## config.mk

```make
export PLATFORM = sky130hd
export DESIGN_NAME = elevator_stepper_floor_controller_top
export DESIGN_NICKNAME = d
export VERILOG_FILES = /design/src/design/esfc_pkg.sv /design/src/design/elevator_stepper_floor_controller_top.sv
export SDC_FILE = /design/constraint.sdc
export NUM_CORES = 1
export LEC_CHECK = 0
export BUFFER_PORTS_ARGS = -buffer_cell sky130_fd_sc_hd__buf_4
export CAP_MARGIN = 20
export CORE_MARGIN = 3
export CORE_UTILIZATION = 40
export CTS_CLUSTER_DIAMETER = 150
export DETAILED_ROUTE_END_ITERATION = 8
export SYNTH_ARGS = -nofsm -noshare
export SYNTH_HDL_FRONTEND = slang
export SYNTH_SLANG_ARGS = --single-unit
```

## constraint.sdc

```tcl
create_clock -name clk -period 7.59 [get_ports clk]
set_clock_uncertainty 0.1 [all_clocks]
set_input_delay 0.759 -clock clk [delete_from_list [all_inputs] [get_ports clk]]
set_output_delay 0.759 -clock clk [all_outputs]
set_load 0.05 [all_outputs]
```

## src/design/esfc_pkg.sv

```systemverilog
// ----------------------------------------------------------------------------
// Elevator stepper floor controller package
// Shared constants, request and mode codes, and the coil drive table.
// ----------------------------------------------------------------------------
package esfc_pkg;

  // Motor steps that carry the car over one floor.
  localparam int STEPS_PER_FLOOR = 4096;
  // Highest floor number that a request may name.
  localparam int FLOOR_COUNT = 8;

  localparam int REQ_W   = 2;
  localparam int FLOOR_W = 4;
  localparam int COIL_W  = 4;
  localparam int MODE_W  = 2;
  localparam int PHASE_W = 3;
  localparam int GAP_W   = 3;
  localparam int COUNT_W = 15;
  localparam int IN_DATA_W  = 8;
  localparam int OUT_DATA_W = 16;

  // Request kinds carried on the input tuser.
  localparam logic [REQ_W-1:0] REQ_TICK  = 2'd0;
  localparam logic [REQ_W-1:0] REQ_FLOOR = 2'd1;
  localparam logic [REQ_W-1:0] REQ_STOP  = 2'd2;

  // Motion modes.
  localparam logic [MODE_W-1:0] MODE_STANDBY = 2'd0;
  localparam logic [MODE_W-1:0] MODE_UP      = 2'd1;
  localparam logic [MODE_W-1:0] MODE_DOWN    = 2'd2;
  localparam logic [MODE_W-1:0] MODE_ARRIVED = 2'd3;

  // Bit positions of the result fields inside the output tdata.
  localparam int OUT_COIL_LSB  = 0;
  localparam int OUT_MODE_LSB  = 4;
  localparam int OUT_SHOWN_LSB = 6;
  localparam int OUT_GOAL_LSB  = 10;
  localparam int OUT_PULSE_BIT = 14;

  // Half-step coil pattern for each phase.
  function automatic logic [COIL_W-1:0] coil_of_phase(input logic [PHASE_W-1:0] phase);
    logic [COIL_W-1:0] pat;
    case (phase)
      3'd0:    pat = 4'd1;
      3'd1:    pat = 4'd3;
      3'd2:    pat = 4'd2;
      3'd3:    pat = 4'd6;
      3'd4:    pat = 4'd4;
      3'd5:    pat = 4'd12;
      3'd6:    pat = 4'd8;
      default: pat = 4'd9;
    endcase
    return pat;
  endfunction

endpackage

```

## src/design/elevator_stepper_floor_controller_top.sv

```systemverilog
// ----------------------------------------------------------------------------
// Elevator stepper floor controller
// Turns floor requests, stop requests and step ticks into half-step coil
// drive, motion mode and floor display for one elevator car.
// ----------------------------------------------------------------------------
//  Channel | Direction | Contents
//  s_*     | in        | tuser = request kind, tdata = target floor
//  m_*     | out       | tdata = coil, mode, shown floor, goal floor, arrival
//
// Each accepted word updates the controller state and loads its result into the
// output register in the same cycle; one word per cycle while the output is taken.
// The output register is the only stage, so s_tready stays high while the
// result is taken or the register is empty.
// Reset is synchronous and leaves the car in standby at floor one, coils off.
// A stalled output holds its word and stops input acceptance until taken.
module elevator_stepper_floor_controller_top (
  input  logic                               clk,
  input  logic                               rst,
  input  logic                               s_tvalid,
  output logic                               s_tready,
  // [3:0] target_floor, [7:4] zero
  input  logic [esfc_pkg::IN_DATA_W-1:0]     s_tdata,
  // [1:0] req_type
  input  logic [esfc_pkg::REQ_W-1:0]         s_tuser,
  output logic                               m_tvalid,
  input  logic                               m_tready,
  // [3:0] coil_pattern, [5:4] motion_mode, [9:6] shown_floor,
  // [13:10] goal_floor, [14] arrived_pulse, [15] zero
  output logic [esfc_pkg::OUT_DATA_W-1:0]    m_tdata
);

  localparam int SUB_W  = $clog2(esfc_pkg::STEPS_PER_FLOOR);
  localparam int PROD_W = esfc_pkg::GAP_W + SUB_W + 1;
  localparam logic [SUB_W-1:0] SUB_LAST = SUB_W'(esfc_pkg::STEPS_PER_FLOOR - 1);
  localparam logic [esfc_pkg::FLOOR_W-1:0] FLOOR_MAX =
    esfc_pkg::FLOOR_W'(esfc_pkg::FLOOR_COUNT);

  // Controller state.
  logic [esfc_pkg::MODE_W-1:0]  mode, mode_next;
  logic [esfc_pkg::PHASE_W-1:0] phase, phase_next;
  logic [esfc_pkg::COUNT_W-1:0] step_count, step_count_next;
  logic [SUB_W-1:0]             floor_steps, floor_steps_next;
  logic [esfc_pkg::FLOOR_W-1:0] last_target, last_target_next;
  logic [esfc_pkg::GAP_W-1:0]   trip_span, trip_span_next;
  logic [esfc_pkg::FLOOR_W-1:0] display_floor, display_floor_next;
  logic [esfc_pkg::COIL_W-1:0]  coil_hold, coil_hold_next;
  logic                         pulse_next;

  logic                         accept;
  logic [esfc_pkg::REQ_W-1:0]   req;
  logic [esfc_pkg::FLOOR_W-1:0] tgt;
  logic [PROD_W-1:0]            limit;
  logic                         moving;
  logic                         going_up;

  assign s_tready = !m_tvalid || m_tready;
  assign accept   = s_tvalid && s_tready;
  assign req      = s_tuser;
  assign tgt      = s_tdata[esfc_pkg::FLOOR_W-1:0];
  assign moving   = (mode == esfc_pkg::MODE_UP) || (mode == esfc_pkg::MODE_DOWN);
  assign going_up = (mode == esfc_pkg::MODE_UP);
  assign limit    = PROD_W'(trip_span) * PROD_W'(esfc_pkg::STEPS_PER_FLOOR);

  // Next state for one request word.
  always_comb begin
    mode_next          = mode;
    phase_next         = phase;
    step_count_next    = step_count;
    floor_steps_next   = floor_steps;
    last_target_next   = last_target;
    trip_span_next     = trip_span;
    display_floor_next = display_floor;
    coil_hold_next     = coil_hold;
    pulse_next         = 1'b0;
    case (req)
      esfc_pkg::REQ_FLOOR: begin
        // Out-of-range floors and the current target are ignored.
        if (tgt != '0 && tgt <= FLOOR_MAX && tgt != last_target) begin
          display_floor_next = last_target;
          last_target_next   = tgt;
          if (last_target > tgt) begin
            trip_span_next = esfc_pkg::GAP_W'(last_target - tgt);
            mode_next      = esfc_pkg::MODE_DOWN;
          end else begin
            trip_span_next = esfc_pkg::GAP_W'(tgt - last_target);
            mode_next      = esfc_pkg::MODE_UP;
          end
        end
      end
      esfc_pkg::REQ_STOP: begin
        mode_next = esfc_pkg::MODE_STANDBY;
      end
      esfc_pkg::REQ_TICK: begin
        if (moving) begin
          coil_hold_next = esfc_pkg::coil_of_phase(phase);
          if (PROD_W'(step_count) <= limit) begin
            step_count_next  = step_count + 1'b1;
            floor_steps_next = (floor_steps == SUB_LAST) ? '0 : floor_steps + 1'b1;
            phase_next       = going_up ? phase + 1'b1 : phase - 1'b1;
            // One floor's worth of steps completed.
            if (floor_steps == SUB_LAST) begin
              display_floor_next = going_up ? display_floor + 1'b1
                                            : display_floor - 1'b1;
            end
          end else begin
            phase_next       = '0;
            step_count_next  = '0;
            floor_steps_next = '0;
            mode_next        = esfc_pkg::MODE_ARRIVED;
            pulse_next       = 1'b1;
          end
        end
      end
      default: begin
      end
    endcase
  end

  // State registers and output word register.
  always_ff @(posedge clk) begin
    if (rst) begin
      mode          <= esfc_pkg::MODE_STANDBY;
      phase         <= '0;
      step_count    <= '0;
      floor_steps   <= '0;
      last_target   <= esfc_pkg::FLOOR_W'(1);
      trip_span     <= '0;
      display_floor <= esfc_pkg::FLOOR_W'(1);
      coil_hold     <= '0;
      m_tvalid      <= 1'b0;
    end else begin
      if (accept) begin
        mode          <= mode_next;
        phase         <= phase_next;
        step_count    <= step_count_next;
        floor_steps   <= floor_steps_next;
        last_target   <= last_target_next;
        trip_span     <= trip_span_next;
        display_floor <= display_floor_next;
        coil_hold     <= coil_hold_next;
        m_tvalid      <= 1'b1;
      end else if (m_tready) begin
        m_tvalid <= 1'b0;
      end
    end
  end

  // Result payload, loaded with each accepted word.
  always_ff @(posedge clk) begin
    if (accept) begin
      m_tdata <= {1'b0, pulse_next, last_target_next, display_floor_next,
                  mode_next, coil_hold_next};
    end
  end

endmodule

```

# == Word level (Yosys, flattened, before mapping) ==
# Index checks and enable logic that the tools add are counted.
# classes
add_sub_neg,8
n_lt_le_gt_ge,3
n_eq_ne,12
mux,25
reduce_logical,13
# op_table
cell,count
$mux W4,9
$pmux W4 S7,1
$mux W12,2
$add A15 B1 Y15 const B,1
$le A15 B15 Y1,1
$mux W15,1
$add A12 B1 Y12 const B,1
$eq A12 B12 Y1 const B,1
$eq A3 B3 Y1 const B,3
$mux W3,3
$mux W2,4
$pmux W4 S2,1
$eq A3 B2 Y1 const B,2
$pmux W2 S3,1
$reduce_and A3 Y1,2
$sub A3 B3 Y3,2
$add A4 B1 Y4 const B,1
$eq A2 B1 Y1 const B,2
$eq A2 B2 Y1 const B,2
$gt A4 B4 Y1,1
$le A4 B4 Y1 const B,1
$ne A4 B4 Y1,1
$reduce_bool A4 Y1,1
$sub A4 B1 Y4 const B,1
11 further kinds,16
# word_totals
register_bits,63
inputBits,14
output_inout_bits,18
wordCells,72

# == Depth between registers and ports, before layout ==
# Gate-level depths: netlist of the first run.
# depth
ltp_word,6
ltp_mapped,10
ltp_nobuf,10

# == Least setup slack after synthesis of the first run ==
# OpenSTA, ideal clock, no wires.
# synth_path
path_type,input to register
start,input port m_tready
end,register mode[1] in the netlist's numbering
setup_ns,0.071
arrival_ns,2.532
required_ns,7.419
path_slack_ns,4.888
cell_stages,7
path_buffers,1
cell_sequence,nor2b_1 inv_1 nand2_1 inv_2 clkbuf_1 o211ai_1 a21oi_1
# synth_via
elab_chain_cells,2
# synth_lines
element,line_no,rtl
start: declaration,elevator_stepper_floor_controller_top.sv:26,"input logic m_tready,"
$logic_or A1 B1 Y1,elevator_stepper_floor_controller_top.sv:56,assign s_tready = !m_tvalid || m_tready;
net s_tready,elevator_stepper_floor_controller_top.sv:20,"output logic s_tready,"
$logic_and A1 B1 Y1,elevator_stepper_floor_controller_top.sv:57,assign accept = s_tvalid && s_tready;
net accept,elevator_stepper_floor_controller_top.sv:49,logic accept;
end signal: assignment,elevator_stepper_floor_controller_top.sv:122,mode <= esfc_pkg::MODE_STANDBY;
end signal: assignment,elevator_stepper_floor_controller_top.sv:133,mode <= mode_next;
end: declaration,elevator_stepper_floor_controller_top.sv:39,"logic [esfc_pkg::MODE_W-1:0] mode, mode_next;"
# The timed path passes the listed nets, and every way through them passes these cells.
# A chain may end at the register's enable or synchronous reset.

# == Final worst setup path of the first run ==
# layout_path
start,register mode[1] in the netlist's numbering
end,register step_count[11] in the netlist's numbering
# layout_via
elab_chain_cells,3
elab_cells_between_ends,4
classes_between,eq/ne (2); reduce/logical (2)
# layout_lines
element,line_no,rtl
$eq A2 B1 Y1 / $eq A2 B2 Y1 (equally long branches),elevator_stepper_floor_controller_top.sv:60,assign moving = (mode == esfc_pkg::MODE_UP) || (mode == esfc_pkg::MODE_DOWN);
$logic_or A1 B1 Y1 (*),elevator_stepper_floor_controller_top.sv:60,
$reduce_and A3 Y1 (no source line) (*),n/a,
end signal: assignment,elevator_stepper_floor_controller_top.sv:135,step_count <= step_count_next;
end: declaration,elevator_stepper_floor_controller_top.sv:41,"logic [esfc_pkg::COUNT_W-1:0] step_count, step_count_next;"
# Mark *: on every way between the ends. The rest lies on a longest branch, timed or not.

==> flow_summary_export.csv, run 1 <==
group,metric,value,unit
layout,num_antenna_cells,0,
logic_synthesis,seq_cells_post_synth,63,
logic_synthesis,seq_area_frac_synth,41.4,%
timing,tightest_slew,976,ps
logic_synthesis,synth_top_cells_by_count,"sky130_fd_sc_hd__nor2_1 (61), sky130_fd_sc_hd__dfxtp_1 (48), sky130_fd_sc_hd__nand2_1 (29)",
timing,finalSetupViolCount,0,
timing,final.hold.worst_slack,383,ps
timing,period_needed,2750,ps
detailed_routing,post-route-drc-count,0,
logic_synthesis,postSynthCellCount,382,
global_route,grt_start_max_net_pins,32,
global_route,globalRouteMet1Util,20.5,%
logic_synthesis,netlist_area,3410,um2
timing,max_frequency,0.364,GHz
placement,portBuffers,26,
timing,finalHoldViolations,0,
detailed_routing,vias_per_cell,5.27,
clock_network,cts-root-buf,"sky130_fd_sc_hd__clkbuf_8",
layout,drive_gt1_share,11.9,%
clock_network,clk_transition_reported_paths,70,ps
hold_path,worst_min_delay_path_category,"reg2reg",
clock_network,numCtsBuffers,9,
logic_synthesis,yosysUniqueCellTypes,57,
logic_synthesis,yosysWarnings,0,
setup_path,crit_start,"mode[1]",
global_route,number_of_antenna_violations_at_the_first_check_in_global_routing,0,
clock_network,post-cts-setup-buffers,0,
setup_path,worst_setup_path_end_kind,"flop",
run,max_cap_violations,0,
timing,period_utilisation_layout,36.2,%
global_route,top_usage_layer,"met2",
hold_path,timing.hold.worst.start,"coil_hold[2]",
setup_path,startpoint_type_of_the_worst_setup_path,"flop",
global_route,groute.layer.met3.usage,5.71,%
detailed_routing,dr.first_iter.drc_count,83,
placement,dpl-instance-area,3670,um2
detailed_routing,route.antenna.remaining_nets,0,
layout,finish.utilization,46.5,%
power_and_ir_drop,leakagePower,1.52,nW
floorplan,placement_rows,33,
setup_path,worstSetupPathType,"reg2reg",
clock_network,cts_num_sinks,63,
global_route,grt_first_pass_wirelength,12600,um
global_route,met2_track_demand_over_resource,26.3,%
detailed_routing,route.detailed.wl_per_inst,14.2,um
setup_path,worst-endpoint-required,7680,ps
setup_path,rr_startpoint,"mode[1]",
floorplan,num_io_pins,32,
detailed_routing,routed_wirelength,7320,um
floorplan,design.die.area,9660,um2
timing,rsz_0062_raised_after_global_routing,"false",
floorplan,core_area,8260,um2
setup_path,critPathMaxFanout,14,
timing,tns,0,ps
logic_synthesis,synth_top_area_share,28.2,%
placement,gp_routability_congestion,0.842,
detailed_routing,drt_pre_antenna_iters,5,
floorplan,die-width,98.3,um
floorplan,die_h,98.3,um
layout,areaGrowthSynthToFinish,12.9,%
logic_synthesis,yosysMostFrequentCell,"sky130_fd_sc_hd__nor2_1",
clock_network,post_cts.resized_instances,0,
timing,max_slew_margin,34.8,%
clock_network,cts_tree,"built",
detailed_routing,dr_total_vias,2718,
floorplan,floorplan.initialDensity,41.2,%
placement,post-place-cells,500,
clock_network,clockBufferDepth,2,
timing,maxSlewViolCount,0,
logic_synthesis,synth-edff-count,15,
global_route,globalRoute.totalOverflow,0,
global_route,track_usage,16.2,%
power_and_ir_drop,power_density_over_cell_area,188,nW/um2
global_route,first_global_vias,2636,
logic_synthesis,synth_fp_nets,419,
layout,finish.instance_area,3840,um2
logic_synthesis,synth_area_per_cell,8.92,um2
setup_path,worst-endpoint-arrival,2840,ps
clock_network,clk_latency,350,ps
layout,post_layout_nonfiller_instances,516,
placement,hpwlAfterDp,5140,um
clock_network,cts_max_level,3,
logic_synthesis,yosys-top-cells-area,"sky130_fd_sc_hd__dfxtp_1 (28%), sky130_fd_sc_hd__edfxtp_1 (13%), sky130_fd_sc_hd__ha_1 (7.3%)",
logic_synthesis,primary_flip_flop_cell_chosen_by_synthesis_mapping,"sky130_fd_sc_hd__dfxtp_1",
logic_synthesis,synth_area_leader_cell,"sky130_fd_sc_hd__dfxtp_1",
layout,number_of_nets_in_the_layout,443,
run_status,status,"complete, no violations",
clock_network,holdBufCountCts,0,
power_and_ir_drop,ir_worst_vdd,0.0915,mV
logic_synthesis,async_flop_share,0,%
metrics by stage:
step | power (mW) | worst slack [ps]
after floorplan | 0.440 | 4890
after global placement | 0.467 | 4530
after detailed placement | 0.469 | 4530
after CTS | 0.731 | 4740
after global routing | 0.756 | 4500
final | 0.722 | 4840
kinds of logic after synthesis:
group | Yosys count | share of synthesized area, %
AND/OR/NAND/NOR | 157 | 22.6
flip-flops | 63 | 41.4
AO/OA/AOI/OAI | 60 | 11.7
buffers and inverters | 40 | 4.85
XOR/XNOR | 28 | 7.20
adder cells (fa/ha/maj) | 23 | 9.11
multiplexers | 10 | 2.98
other | 1 | 0.110
routing by layer:
metal | part of all wire [%] | vias up
li1 | - | 1376
met1 | 46 | 1292
met2 | 48 | 41
met3 | 4.2 | 9
met4 | 1.4 | 0
met5 | 0 | -
state kept, by name (all words and copies together), names as in the netlist:
signal	count
coil_hold	4
display_floor	4
floor_steps	12
last_target	4
m_tdata	15
m_tvalid	1
mode	2
phase	3
step_count	15
trip_span	3
worst paths after layout:
kind,slack (ps),cells after the start,to
setup / recovery,4840,6,step_count[11]
hold / removal,380,2,coil_hold[2]
setup reg to reg,4840,6,step_count[11]
hold reg to reg,380,2,coil_hold[2]
power by group:
group | internal, mW | total [mW] | switching, mW
Clock | 0.136 | 0.260 | 0.123
Sequential | 0.354 | 0.359 | 0.00551
Combinational | 0.0341 | 0.102 | 0.0681
Total | 0.525 | 0.722 | 0.197
cell usage in the layout, fill, tap and decap left out, types with 4 or more instances in the layout:
| master | count |
|---|---|
| sky130_fd_sc_hd__nor2_1 | 61 |
| sky130_fd_sc_hd__dfxtp_1 | 48 |
| sky130_fd_sc_hd__nand2_1 | 29 |
| sky130_fd_sc_hd__buf_4 | 27 |
| sky130_fd_sc_hd__inv_1 | 25 |
| sky130_fd_sc_hd__ha_1 | 20 |
| sky130_fd_sc_hd__a21oi_1 | 19 |
| sky130_fd_sc_hd__nand3_1 | 15 |
| sky130_fd_sc_hd__xnor2_1 | 15 |
| sky130_fd_sc_hd__edfxtp_1 | 15 |
| sky130_fd_sc_hd__xor2_1 | 13 |
| sky130_fd_sc_hd__clkbuf_8 | 11 |
| sky130_fd_sc_hd__nand4_1 | 10 |
| sky130_fd_sc_hd__and3_1 | 10 |
| sky130_fd_sc_hd__mux2i_1 | 9 |
| sky130_fd_sc_hd__o21ai_0 | 7 |
| sky130_fd_sc_hd__a211oi_1 | 5 |
| sky130_fd_sc_hd__nor3_1 | 5 |
| sky130_fd_sc_hd__and2_1 | 4 |
| sky130_fd_sc_hd__a22oi_1 | 4 |
| sky130_fd_sc_hd__clkbuf_1 | 4 |
layout make-up:
class,instances,area (um2)
Fill cell,818,4410
Multi-Input combinational cell,279,1830
Sequential cell,63,1410
Timing Repair Buffer,27,203
Clock buffer,15,166
Tap cell,105,131
Inverter,26,97.6
Clock inverter,1,5.00
critical path: stages, from the launching register on:
cell	delay, ps
sky130_fd_sc_hd__dfxtp_1	360
sky130_fd_sc_hd__inv_1	60
sky130_fd_sc_hd__ha_1	350
sky130_fd_sc_hd__nor3_2	440
sky130_fd_sc_hd__o211ai_1	310
sky130_fd_sc_hd__o21bai_1	850
sky130_fd_sc_hd__nor2_1	120
No activity file was read; power rests on OpenSTA's default activity.
==> inputs of run 2 (changes only) <==
==> constraint.sdc (replaced) <==
create_clock -name clk -period 2.5 [get_ports clk]
set_clock_uncertainty 0.1 [all_clocks]
set_input_delay 0.25 -clock clk [delete_from_list [all_inputs] [get_ports clk]]
set_output_delay 0.25 -clock clk [all_outputs]
set_load 0.05 [all_outputs]
==> flow_summary_export.csv, run 2 (synthesis results as in run 1) <==
group,metric,value,unit
layout,finish.instance_area,3960,um2
global_route,grt_first_pass_wirelength,12800,um
setup_path,cp_cell_sequence,"inv_1, ha_1, nor2b_1, o21a_1, o21a_2, or4_4, mux2i_1, a221oi_2",
hold_path,whs_path_depth,3,
layout,mostFrequentLayoutCells,"sky130_fd_sc_hd__nor2_1 (61), sky130_fd_sc_hd__dfxtp_1 (48), sky130_fd_sc_hd__buf_4 (37), sky130_fd_sc_hd__nand2_1 (29), sky130_fd_sc_hd__inv_1 (25)",
global_route,globalRoute.totalOverflow,0,
clock_network,numCtsBuffers,9,
clock_network,cts_num_sinks,63,
layout,number_of_nets_in_the_layout,454,
detailed_routing,route.detailed.wl_per_inst,14.2,um
timing,maxSlewViolCount,0,
clock_network,cts_tree,"built",
timing,rsz_0062_raised_after_global_routing,"true",
timing,finalHoldViolations,0,
hold_path,worst_min_delay_path_category,"in2reg",
floorplan,core_area,8260,um2
power_and_ir_drop,ir_worst_vdd,0.262,mV
floorplan,floorplan.initialDensity,41.2,%
clock_network,clk_transition_reported_paths,70,ps
floorplan,num_io_pins,32,
detailed_routing,dr_total_vias,2770,
global_route,number_of_antenna_violations_at_the_first_check_in_global_routing,0,
setup_path,rr_endpoint,"m_tdata[8]",
setup_path,critPathMaxStageDelay,480,ps
setup_path,rr_startpoint,"trip_span[1]",
detailed_routing,drt_pre_antenna_iters,4,
global_route,grt_start_max_net_pins,27,
hold_path,timing.hold.worst.start,"s_tdata[2]",
global_route,first_global_vias,2651,
setup_path,critPathBufInv,1,
placement,dp_worst_setup_slack,-27.0,ps
clock_network,cts-root-buf,"sky130_fd_sc_hd__clkbuf_8",
timing,max_frequency,0.413,GHz
setup_path,regToRegSetupSlack,80,ps
power_and_ir_drop,leakagePower,1.59,nW
power_and_ir_drop,finalPower,2.20,mW
layout,drive_gt1_share,15.2,%
setup_path,critPathMaxFanout,5,
global_route,track_usage,16.4,%
placement,portBuffers,26,
setup_path,worst-endpoint-required,2550,ps
detailed_routing,vias_per_cell,5.27,
timing,worst_slack,77.2,ps
floorplan,placement_rows,33,
setup_path,worst_setup_path_end_kind,"flop",
detailed_routing,routed_wirelength,7480,um
floorplan,die-width,98.3,um
clock_network,holdBufCountCts,0,
setup_path,critical_path.top_delay_family,"compound AO/OA/AOI/OAI gates",
clock_network,clk_latency,340,ps
timing,max_slew_margin,67.2,%
timing,finalSetupViolCount,0,
clock_network,cts_max_level,3,
timing,period_needed,2420,ps
setup_path,startpoint_type_of_the_worst_setup_path,"flop",
clock_network,clockBufferDepth,2,
setup_path,rr_worst_depth,8,
setup_path,worst-endpoint-arrival,2470,ps
detailed_routing,dr.first_iter.drc_count,136,
run_status,status,"complete, no violations",
layout,areaGrowthSynthToFinish,16.3,%
timing,tns,0,ps
layout,num_antenna_cells,0,
run,max_cap_violations,0,
placement,dpl-instance-area,3740,um2
detailed_routing,post-route-drc-count,0,
placement,gp_routability_congestion,0.840,
setup_path,worstSetupPathType,"reg2reg",
power_and_ir_drop,power_density_over_cell_area,556,nW/um2
floorplan,die_h,98.3,um
layout,reg_top3,"m_tdata (15), step_count (15), floor_steps (12)",
floorplan,design.die.area,9660,um2
placement,hpwlAfterDp,5290,um
detailed_routing,route.antenna.remaining_nets,0,
timing,final.hold.worst_slack,98.2,ps
layout,most_common_cell_after_layout_fill_and_taps_aside,"sky130_fd_sc_hd__nor2_1",
timing,tightest_slew,487,ps
timing,period_utilisation_layout,96.9,%
hold_path,worstHoldEndpoint,"last_target[2]",
setup_path,critical_path_cell_with_the_highest_stage_delay,"sky130_fd_sc_hd__or4_4",
## run 2: layout make-up
type                            count  area, um2
Clock buffer                       14        163
Clock inverter                      1       5.00
Fill cell                         814       4300
Inverter                           26       97.6
Multi-Input combinational cell    279       1870
Sequential cell                    63       1410
Tap cell                          105        131
Timing Repair Buffer               38        289
## run 2: repair_timing
| item | CTS | global route |
|---|---|---|
| buffers inserted | 0 | 2 |
| pin swaps | 0 | 6 |
| setup endpoints to repair | 1 | 10 |
| resized for setup | 1 | 6 |
| cloned | 0 | 0 |
## run 2: through the flow
step                      utilization (%)  cells
after CTS                            47.4    524
final                                48.0    526
after global placement               45.3    509
after floorplan                         -    382
after detailed placement             45.3    509
after global routing                 48.0    526
## run 2: where the power goes
part | switching, mW | internal (mW)
sequential | 0.0180 | 1.07
combinational | 0.210 | 0.119
clock | 0.374 | 0.408
## run 2: worst min-delay path, cell delays in order
cell and delay [ps]:
sky130_fd_sc_hd__buf_4 110, sky130_fd_sc_hd__mux2i_1 70, sky130_fd_sc_hd__nor2_1 70
## run 2: routing by layer
layer / GRT usage, % / vias up / share of wire (%)
met4: 6.62 / 0 / 1.8
met2: 26.8 / 52 / 48
met1: 20.8 / 1308 / 46
met3: 4.14 / 13 / 4.0
li1: - / 1397 / -
met5: 0 / - / 0
## run 2: how the worst max path moves through the flow
stage,slack [ps],end,startpoint,depth (start not counted)
global route,-50,m_tdata[8],step_count[12],8
detailed placement,-30,m_tdata[8],trip_span[2],8
global placement,30,m_tdata[8],trip_span[2],8
finish,80,m_tdata[8],trip_span[1],8
floorplan,100,m_tdata[8],trip_span[2],9
CTS,30,m_tdata[8],trip_span[2],8
==> inputs of run 3 (changes only) <==
--- a/config.mk
+++ b/config.mk
@@ -7,10 +7,13 @@
 export LEC_CHECK = 0
 export BUFFER_PORTS_ARGS = -buffer_cell sky130_fd_sc_hd__buf_4
 export CAP_MARGIN = 20
+export CELL_PAD_IN_SITES_DETAIL_PLACEMENT = 1
+export CELL_PAD_IN_SITES_GLOBAL_PLACEMENT = 2
 export CORE_MARGIN = 3
-export CORE_UTILIZATION = 40
+export CORE_UTILIZATION = 33
 export CTS_CLUSTER_DIAMETER = 150
 export DETAILED_ROUTE_END_ITERATION = 8
+export PLACE_DENSITY_LB_ADDON = 0.1
 export SYNTH_ARGS = -nofsm -noshare
 export SYNTH_HDL_FRONTEND = slang
 export SYNTH_SLANG_ARGS = --single-unit
==> flow_summary_export.csv, run 3 (synthesis results as in run 1) <==
group,metric,value,unit
clock_network,cts_max_level,3,
detailed_routing,drt_pre_antenna_iters,4,
layout,finish.instance_area,4090,um2
global_route,grt_start_max_net_pins,27,
setup_path,worst_setup_path_endpoint,"m_tdata[8]",
timing,period_utilisation_layout,97.3,%
setup_path,rr_endpoint,"m_tdata[8]",
layout,reg_top3,"m_tdata (15), step_count (15), floor_steps (12)",
placement,dpl-instance-area,3810,um2
detailed_routing,post-route-drc-count,0,
layout,areaGrowthSynthToFinish,20.1,%
run,max_cap_violations,0,
timing,worst_slack,68.3,ps
layout,finish.utilization,41.3,%
floorplan,num_io_pins,32,
floorplan,design.die.area,11600,um2
global_route,first_global_vias,2908,
global_route,grt_first_pass_wirelength,14200,um
power_and_ir_drop,leakagePower,1.64,nW
timing,maxSlewViolCount,0,
setup_path,startpoint_type_of_the_worst_setup_path,"flop",
detailed_routing,dr_total_vias,2796,
clock_network,numCtsBuffers,9,
setup_path,critPathMaxFanout,5,
clock_network,clk_transition_reported_paths,70,ps
placement,dp_worst_setup_slack,-32.7,ps
timing,rsz_0062_raised_after_global_routing,"true",
timing,finalHoldViolations,0,
setup_path,regToRegSetupSlack,70,ps
floorplan,die-width,108,um
setup_path,worst-endpoint-required,2560,ps
detailed_routing,route.antenna.remaining_nets,0,
timing,period_needed,2430,ps
clock_network,clk_latency,340,ps
hold_path,worst_min_delay_path_category,"in2reg",
layout,mostFrequentLayoutCells,"sky130_fd_sc_hd__nor2_1 (61), sky130_fd_sc_hd__dfxtp_1 (46), sky130_fd_sc_hd__buf_4 (40), sky130_fd_sc_hd__nand2_1 (29), sky130_fd_sc_hd__inv_1 (25)",
floorplan,placement_rows,36,
detailed_routing,dr.first_iter.drc_count,61,
clock_network,cts_tree,"built",
detailed_routing,vias_per_cell,5.02,
setup_path,rr_startpoint,"step_count[13]",
clock_network,clockBufferDepth,2,
setup_path,critPathMaxStageDelay,560,ps
layout,number_of_nets_in_the_layout,457,
global_route,number_of_antenna_violations_at_the_first_check_in_global_routing,0,
layout,fillers,1185,
clock_network,cts-root-buf,"sky130_fd_sc_hd__clkbuf_8",
timing,tightest_slew,633,ps
setup_path,cp_cell_sequence,"ha_1, nor2b_1, o21a_1, o21a_2, or4_4, mux2i_1, a221oi_1",
placement,portBuffers,26,
clock_network,holdBufCountCts,0,
placement,hpwlAfterDp,6290,um
setup_path,rr_worst_depth,7,
setup_path,worst_setup_path_end_kind,"flop",
setup_path,crit_start,"step_count[13]",
layout,most_common_cell_after_layout_fill_and_taps_aside,"sky130_fd_sc_hd__nor2_1",
timing,max_frequency,0.411,GHz
power_and_ir_drop,power_density_over_cell_area,592,nW/um2
placement,gp_routability_congestion,0.764,
global_route,globalRoute.totalOverflow,0,
detailed_routing,route.detailed.wl_per_inst,15.2,um
global_route,track_usage,15.5,%
timing,max_slew_margin,57.7,%
timing,finalSetupViolCount,0,
floorplan,floorplan.initialDensity,34.4,%
setup_path,worstSetupPathType,"reg2reg",
floorplan,core_area,9910,um2
run_status,status,"complete, no violations",
setup_path,worst-endpoint-arrival,2490,ps
power_and_ir_drop,ir_worst_vdd,0.242,mV
clock_network,cts_num_sinks,63,
placement,post-place-cells,541,
floorplan,die_h,108,um
layout,num_antenna_cells,0,
layout,drive_gt1_share,17.2,%
detailed_routing,routed_wirelength,8440,um
layout,post_layout_nonfiller_instances,557,
setup_path,critical_path_cell_with_the_highest_stage_delay,"sky130_fd_sc_hd__or4_4",
-- run 3: through the flow --
stage	hold slack [ps]	setup TNS, ps	power [mW]
after floorplan	297	0	1.34
after global placement	344	-5.14	1.44
after detailed placement	354	-34.8	1.45
after CTS	97.8	0	2.46
after global routing	117	-12.1	2.54
final	115	0	2.42
-- run 3: cell type report --
type | instances | area [um2] | share of cell area [%]
multi-input cells | 279 | 1880 | 45.9
well taps | 133 | 166 | 4.07
clock inverters | 2 | 35.0 | 0.857
inverters | 26 | 97.6 | 2.39
clock buffers | 13 | 190 | 4.65
repair buffers | 41 | 312 | 7.62
flip-flops and latches | 63 | 1410 | 34.6
-- run 3: metal layers --
metal | track usage, % | vias up | routed length [um]
li1 | - | 1399 | -
met1 | 20.8 | 1359 | 4110
met2 | 25.3 | 30 | 3960
met3 | 3.90 | 8 | 289
met4 | 3.52 | 0 | 80
met5 | 0 | - | 0
-- run 3: worst max-delay path: cells and delay by family, from the launching register on --
kind                     cells  cell delay (ps)
AO/OA/AOI/OAI                3              670
adder cells (fa/ha/maj)      1              310
flip-flops                   1              340
multiplexers                 1              150
AND/OR/NAND/NOR              2              690
-- run 3: power by group --
group / internal [mW] / switching [mW] / leakage (nW)
Sequential: 1.07 / 0.0174 / 0.539
Clock: 0.596 / 0.398 / 0.117
Combinational: 0.121 / 0.215 / 0.980
-- run 3: how the worst min path moves through the flow --
stage,startpoint,to,depth (start not counted)
final,s_tdata[2],last_target[2],3
after global placement,coil_hold[2],coil_hold[2],2
after global routing,s_tvalid,m_tvalid,3
after floorplan,s_tdata[1],last_target[1],2
after detailed placement,coil_hold[2],coil_hold[2],2
after CTS,s_tdata[2],last_target[2],3
-- run 3: what timing repair did --
item                       CTS  global route
cloned                       0             0
resized for setup            1            10
pin swaps                    1             4
setup endpoints to repair    3            16
buffers inserted             1             0
